===== src/design/srtm_pkg.sv =====
// ----------------------------------------------------------------------------
// srtm_pkg
// Shared types and constants for the segment range table: table size,
// operation and status codes, and the request, response and match structs.
// ----------------------------------------------------------------------------
package srtm_pkg;

	// Number of table slots.
	localparam int Segments = 8;
	localparam int SlotW    = (Segments > 1) ? $clog2(Segments) : 1;
	localparam int CntW     = $clog2(Segments + 1);

	typedef logic [63:0]      addr_t;
	typedef logic [SlotW-1:0] slot_idx_t;
	typedef logic [CntW-1:0]  cnt_t;

	// Operation codes.
	localparam logic OP_LOOKUP = 1'b0;
	localparam logic OP_MAP    = 1'b1;

	// Status codes.
	localparam logic [1:0] ST_OK       = 2'd0;
	localparam logic [1:0] ST_MISS     = 2'd1;
	localparam logic [1:0] ST_STRADDLE = 2'd2;
	localparam logic [1:0] ST_FULL     = 2'd3;

	typedef struct packed {
		logic       op;
		addr_t      addr;
		logic [6:0] access_size;
		addr_t      range_end;
	} req_t;

	typedef struct packed {
		logic [1:0] status;
		logic       hit;
		logic [2:0] slot;
		addr_t      offset;
		logic [3:0] count;
	} rsp_t;

	// First matching slot for one search key.
	typedef struct packed {
		logic      hit;
		slot_idx_t slot;
	} match_t;

endpackage


===== src/design/srtm_match.sv =====
// ----------------------------------------------------------------------------
// srtm_match
// Compares one key against every valid slot in parallel and returns the
// lowest slot whose range [lo, hi) holds the key.
// ----------------------------------------------------------------------------
module srtm_match (
	input  srtm_pkg::addr_t                   key,
	input  srtm_pkg::addr_t                   seg_lo [srtm_pkg::Segments],
	input  srtm_pkg::addr_t                   seg_hi [srtm_pkg::Segments],
	input  logic [srtm_pkg::Segments-1:0]     entry_vld,
	output srtm_pkg::match_t                  match
);

	logic [srtm_pkg::Segments-1:0] in_range;

	always_comb begin
		for (int i = 0; i < srtm_pkg::Segments; i++) begin
			in_range[i] = entry_vld[i] && (seg_lo[i] <= key) && (key < seg_hi[i]);
		end
	end

	// Priority pick: walk down so that the lowest slot wins.
	always_comb begin
		match = '0;
		for (int i = srtm_pkg::Segments - 1; i >= 0; i--) begin
			if (in_range[i]) begin
				match.hit  = 1'b1;
				match.slot = srtm_pkg::slot_idx_t'(i);
			end
		end
	end

endmodule


===== config.mk =====
export PLATFORM = sky130hd
export DESIGN_NAME = srtm_match
export DESIGN_NICKNAME = d
export VERILOG_FILES = /design/src/design/srtm_pkg.sv /design/src/design/srtm_match.sv
export SDC_FILE = /design/constraint.sdc
export NUM_CORES = 1
export LEC_CHECK = 0
export BUFFER_PORTS_ARGS = -buffer_cell sky130_fd_sc_hd__buf_4
export CAP_MARGIN = 0
export CORE_AREA = 4 4 422 424
export DETAILED_ROUTE_END_ITERATION = 7
export DIE_AREA = 0 0 426 428
export PLACE_DENSITY = 0.37
export SYNTH_ARGS = -nofsm -noshare
export SYNTH_HDL_FRONTEND = slang
export SYNTH_SLANG_ARGS = --single-unit

===== constraint.sdc =====
create_clock -name vclk -period 5.5
set_clock_uncertainty 0.2 [all_clocks]
set_input_delay 1.1 -clock vclk [all_inputs]
set_output_delay 1.1 -clock vclk [all_outputs]
set_load 0.01 [all_outputs]

=== Word level (Yosys, flattened, before mapping) ===
Cells that the tools add are included.

* $lt $le $gt $ge: 16
* Mux-type cells: 8
* Reductions and logical operators: 16

{| class="wikitable"
|+ Operators by type and width
! operator !! count
|-
| $le 64x64->1 || 8
|-
| $lt 64x64->1 || 8
|-
| $mux 4 || 8
|-
| $logic_and 1x1->1 || 16
|}

* Logic and storage cells: 40
* Register bits: 0
* Output and inout port bits: 4

=== Depth between registers and ports, before layout ===
Gate-level depths: netlist of run 1.

* Depth after elaboration: 11
* Gate-level depth with buffers: 11
* Mapped depth without buffers: 11

=== Worst setup path before layout of run 1 ===
Ideal clock, no wire load.

* Path kind: in2out
* Start: input key[54]
* End: output match[2] (netlist bit)
* Path slack: 0.801 ns
* Arrival time: 3.399 ns
* Stages: 11
* Path through: inv_1 ha_1 nand4_1 or4_4 or2_1 o221ai_1 a211oi_1 a21o_1 and2_4 nor4_1 and3b_1

{| class="wikitable"
|+ RTL lines
! item !! line !! source
|-
| start, declared || srtm_match.sv:7 || <nowiki>input srtm_pkg::addr_t key,</nowiki>
|-
| end, declared || srtm_match.sv:11 || <nowiki>output srtm_pkg::match_t match</nowiki>
|}

==> impl_metrics.tcl, run 1 <==
set metrics [dict create \
    cp_cell_sequence "buf_6 > clkinvlp_4 > buf_12 > buf_4 > ha_1 > a21oi_2 > o21ai_1 > a221oi_2 > buf_4 > o21ai_2 > a21oi_4 > o221ai_2 > buf_4 > a211o_1 > nor2b_4 > and3b_2 > buf_6" \
    setup_viol 3 \
    result_of_the_run "complete, but fails checks" \
    groute.layer.met1.usage_pct 27.4 \
    placed_cells_incl_taps 7097 \
    critical-path-top-delay-family "compound AO/OA/AOI/OAI gates" \
    grt_first_pass_wirelength_mm 272 \
    worst-endpoint-required_ps 4200 \
    startpoint "key[25]" \
    initial_utilization_pct 13.8 \
    p_leak_nw 22.8 \
    global_route.peak_usage_layer "met2" \
    synthDistinctLibCells 63 \
    n_fill_cell 19579 \
    unrepaired_setup_endpoints_after_global_routing "true" \
    synth.largest_area_cell "ha_1" \
    grt_start_max_net_pins 10 \
    detailroute.via_count 31044 \
    grtUsageMet2_pct 39.0 \
    final_hold_viol_count 0 \
    grt_usage_pct 21.8 \
    clock_buffer_count 0 \
    flops_and_latches 0 \
    slew_viol_final 0 \
    post_detailed_route_wirelength_per_cell_um 28.9 \
    post-route-period-util_pct 101 \
    timing_worst_setup_path_type "input pin to primary output" \
    grt_use_met3_pct 2.35 \
    maxSlewHeadroom_pct 54.9 \
    postLayoutCellArea_mm2 0.0424 \
    worst_ep_arrival_time_ps 4280 \
    dieHeight_um 428 \
    final_cell_count_no_fill 7210 \
    synth.top_cell.area_share_pct 52.8 \
    worstHoldStart "seg_hi[287]" \
    antenna_found_initial 90 \
    finalWorstSetupSlack_ps -75.9 \
    post_route_cells_drive_above_1_share_pct 38.8 \
    chipWidth_um 426 \
    most_common_library_cell_in_the_layout_ignoring_fill_and_taps "buf_4" \
    gr-total-overflow 0 \
    seqCellArea_um2 0 \
    initial_detailed_routing_violation_count 1496 \
    worst_path_max_delay_cell "a211o_1" \
    critical_path.endpoint "match[2]" \
    timing_worst_slew_pin_value_ps 670 \
    num_rows 153 \
    routed_wl_mm 209 \
    place.gp.congestion 0.983 \
    final_cell_mix "1,496 x buf_4, 959 x ha_1, 559 x inv_1" \
    fin_total_pwr_mw 3.41 \
    timing.critical_path.buf_inv 7 \
    floorplan.core_area_mm2 0.174 \
    cp-start-kind "input pin" \
    max_freq_mhz 179 \
    detailed_place.area_mm2 0.0394 \
    placement.io_buffers 1100 \
    die_area_mm2 0.182 \
    critical_path.endpoint_type "primary output" \
    violations "setup timing" \
    detailedPlacementHpwl_mm 194 \
    post_synthesis_instance_area_mm2 0.0241 \
    total_of_max_cap_violations 0 \
    count_of_antenna_violating_nets_left_after_detailed_routing 0 \
    remaining_drc_errors 0 \
    layout.nets 6955 \
    synth_warnings 0 \
    grt_pass1_vias 31732 \
    nets_in_the_synthesized_netlist 5319 \
    min-delay-path-class "input pin to primary output" \
    vdd.ir_drop.worst_mv 0.0304 \
    final.min_clock_period_ps 5580 \
    syn_to_final_growth_pct 76.1 \
    yosys-top-cells-area "ha_1 53%, inv_1 9.3%, a21oi_1 7.4%" \
    place_worst_setup_slack_ps -1160 \
    route.detailed.vias_per_inst 4.31 \
    dr.pass1.iters 5 \
    timing.critical_path.depth 17 \
    power.density_mw_per_mm2 80.6 \
    timing.critical_path.slowest_cell_delay_ps 330 \
    timing.critical_path.fanout_max 6 \
    holdBufCountCts 0 \
    floorplan.io_pins 1100 \
    synth_seq_area_share_pct 0 \
    multi_input_comb_area_mm2 0.0235 \
    synth_cells 3207 \
    path_common_cell "buf_4" \
    syn_area_per_cell_um2 7.50 \
]
==> report_power, final <==
part / total [mW] / switching [mW] / internal [mW]
Combinational: 3.41 / 1.74 / 1.67
Sequential: 0 / 0 / 0
Clock: 0.00000106 / 0 / 0.00000106
==> logic make-up (layout without fill, tap and decap cells) <==
kind of cell	count (synthesis)	in the layout	share of synthesized area, %
AOI/OAI and AO/OA	841	841	21.5
other	0	44	0
buffers and inverters	599	2233	9.35
and+or+nand+nor	751	751	16.4
adders and majority gates	1016	1016	52.8
==> worst min-delay path by stage <==
| stage | endpoint | slack, ps | depth (start not counted) |
|---|---|---|---|
| final | match[1] | 3130 | 10 |
| after CTS | match[1] | 3180 | 11 |
| after detailed placement | match[0] | 3210 | 10 |
| after floorplan | match[0] | 2470 | 6 |
| after global placement | match[0] | 3210 | 10 |
| after global routing | match[1] | 3190 | 10 |
==> area by class of cell <==
class,instances,share of cell area [%]
diodes,44,0.260
inverters,599,5.49
multi-input cells,2608,55.5
well taps,2325,6.87
repair buffers,1634,31.8
==> metal layers <==
layer,up-vias,routed length [µm]
met5,-,97
met2,856,106000
met3,178,8330
met1,14793,89800
li1,15201,-
met4,16,4550
==> stage by stage <==
| stage | hold WS (ps) | TNS, ps | util (%) |
|---|---|---|---|
| 2_1_floorplan | 2470 | 0 | - |
| 3_3_place_gp | 3210 | -4410 | 22.7 |
| 3_5_place_dp | 3210 | -4280 | 22.7 |
| 4_1_cts | 3180 | -499 | 23.6 |
| 5_1_grt | 3190 | -454 | 24.4 |
| 6_report | 3130 | -146 | 24.4 |
==> synth_stat cells, types with 33 or more instances <==
cell,instances
inv_1,599
a21o_1,116
nor2b_1,33
a21oi_1,354
nor3_1,39
nand3_1,93
a211oi_1,56
nand2_1,199
nor2_1,95
nand4_1,174
ha_1,1016
o21ai_0,160
==> repair_timing <==
| item | in CTS | in global routing |
|---|---|---|
| setup buffers | 51 | 29 |
| pin swaps | 83 | 91 |
| resized for setup | 232 | 187 |
| setup endpoints to repair | 4 | 4 |
| endpoints found under the hold margin | 0 | 0 |
No activity file was read; power rests on OpenSTA's default activity.
==> run 2, diff against run 1 <==
--- a/config.mk
+++ b/config.mk
@@ -7,10 +7,10 @@
 export LEC_CHECK = 0
 export BUFFER_PORTS_ARGS = -buffer_cell sky130_fd_sc_hd__buf_4
 export CAP_MARGIN = 0
-export CORE_AREA = 4 4 422 424
+export CORE_AREA = 2 2 433 435
 export DETAILED_ROUTE_END_ITERATION = 7
-export DIE_AREA = 0 0 426 428
-export PLACE_DENSITY = 0.37
+export DIE_AREA = 0 0 435 437
+export PLACE_DENSITY = 0.4
 export SYNTH_ARGS = -nofsm -noshare
 export SYNTH_HDL_FRONTEND = slang
 export SYNTH_SLANG_ARGS = --single-unit
==> run 2 against run 1 <==
The flow still finishes with violations (setup timing). Final cell count increased by 0.42%. Utilization fell by 2.7 points. Hold slack better by 71 ps. Critical path depth increased by 1. Sequential cell count did not move. Via count decreased by 0.19%. Count of clock-buffer cells in the layout unchanged. Non-clock buffer count down 146. Total power shrank 5.7%. Critical endpoint is now match[0].
==> impl_metrics.tcl, run 2 (synthesis results as in run 1) <==
set metrics [dict create \
    result_of_the_run "complete, but fails checks" \
    violations "setup timing" \
    initial_utilization_pct 13.0 \
    worst-endpoint-required_ps 4200 \
    timing_worst_slew_pin_value_ps 936 \
    layout.nets 6809 \
    final.min_clock_period_ps 6010 \
    unrepaired_setup_endpoints_after_global_routing "true" \
    grt_usage_pct 21.7 \
    post_detailed_route_wirelength_per_cell_um 29.8 \
    grt_start_max_net_pins 12 \
    clock_buffer_count 0 \
    placed_cells_incl_taps 7137 \
    post_route_cells_drive_above_1_share_pct 34.4 \
    grt_first_pass_wirelength_mm 280 \
    vdd.ir_drop.worst_mv 0.0403 \
    floorplan.io_pins 1100 \
    n_fill_cell 21028 \
    whs_ps 3200 \
    worst_ep_arrival_time_ps 4710 \
    flops_and_latches 0 \
    grt_pass1_vias 31124 \
    chipWidth_um 435 \
    antenna_found_initial 131 \
    maxSlewHeadroom_pct 37.3 \
    multi_input_comb_area_mm2 0.0227 \
    final_hold_viol_count 0 \
    timing_worst_setup_path_type "input pin to primary output" \
    critical_path.endpoint_type "primary output" \
    syn_to_final_growth_pct 66.6 \
    route.detailed.vias_per_inst 4.28 \
    count_of_antenna_violating_nets_left_after_detailed_routing 0 \
    remaining_drc_errors 0 \
    p_leak_nw 21.7 \
    total_of_max_cap_violations 0 \
    num_rows 158 \
    most_common_library_cell_in_the_layout_ignoring_fill_and_taps "buf_4" \
    initial_detailed_routing_violation_count 2168 \
    setup_viol 4 \
    place.gp.congestion 1.02 \
    post-route-period-util_pct 109 \
    die_area_mm2 0.190 \
    timing.critical_path.fanout_max 2 \
    detailroute.via_count 30984 \
    detailedPlacementHpwl_mm 200 \
    final_cell_count_no_fill 7240 \
    cp-start-kind "input pin" \
    slew_viol_final 0 \
    seqCellArea_um2 0 \
    finalWorstSetupSlack_ps -514 \
    min-delay-path-class "input pin to primary output" \
    final_cell_mix "1,412 x buf_4, 994 x ha_1, 588 x inv_1" \
    floorplan.core_area_mm2 0.185 \
    power.density_mw_per_mm2 80.3 \
    gr-total-overflow 0 \
    max_freq_mhz 166 \
    placement.io_buffers 1100 \
    dr.pass1.iters 6 \
    dieHeight_um 437 \
    routed_wl_mm 216 \
]
## run 2: cell count changes in the layout (fill, tap and decap cells not counted), moves of 12 or more
cell,previous run,this run
a21oi_1,334,349
buf_12,74,43
buf_6,50,27
diode_2,44,65
ha_4,57,20
ha_1,959,994
inv_1,559,588
o21ai_0,137,149
inv_2,19,1
buf_4,1496,1412
a21oi_2,18,5
## run 2: cell type report
class / instances / share of cell area [%]
multi-input cells: 2608 / 56.6
repair buffers: 1488 / 29.6
well taps: 2480 / 7.74
inverters: 599 / 5.70
diodes: 65 / 0.406
## run 2: worst max-delay path, cell delays in order
cell and delay (ps):
buf_8 90, clkinvlp_4 140, buf_6 160, buf_8 110, ha_4 250, nand4_1 130, nor4_4 560, buf_4 230
buf_4 100, buf_4 100, o31ai_1 60, o211a_1 130, a21boi_0 140, o21ai_2 180, buf_4 140, nand3_2 70
o211ai_1 750, buf_4 250
## run 2: repair_timing
item,4_1_cts,5_1_grt
setup buffers,30,9
hold buffers,0,0
resized for setup,139,48
pin swaps,37,24
endpoints found under the setup margin,4,4
## run 2: metrics by stage
stage	setup TNS, ps	setup slack, ps	util, %	instance area, µm²	power [mW]
3_3_place_gp	-5200	-1770	20.9	38600	3.08
3_5_place_dp	-5130	-1770	20.9	38600	3.10
5_1_grt	-1910	-745	21.6	40000	3.56
4_1_cts	-1900	-733	21.4	39600	3.21
2_1_floorplan	0	801	-	24100	1.28
6_report	-1370	-514	21.7	40100	3.22
## run 2: report_power, final
group | internal (mW) | total, mW | switching, mW | leakage (nW)
logic | 1.53 | 3.22 | 1.69 | 21.7
clock network | 0.00000160 | 0.00000160 | 0 | 0.000411
registers | 0 | 0 | 0 | 0
total | 1.53 | 3.22 | 1.69 | 21.7
## run 2: final timing paths
kind	end	startpoint	depth (start not counted)
setup / recovery	match[0]	key[48]	18
hold / removal	match[1]	seg_lo[336]	10
## run 2: routing by layer
layer	global-route usage, %	routed length, µm
met1	27.7	92600
met4	7.13	7350
met2	38.0	106000
met3	2.18	9810
met5	0	74
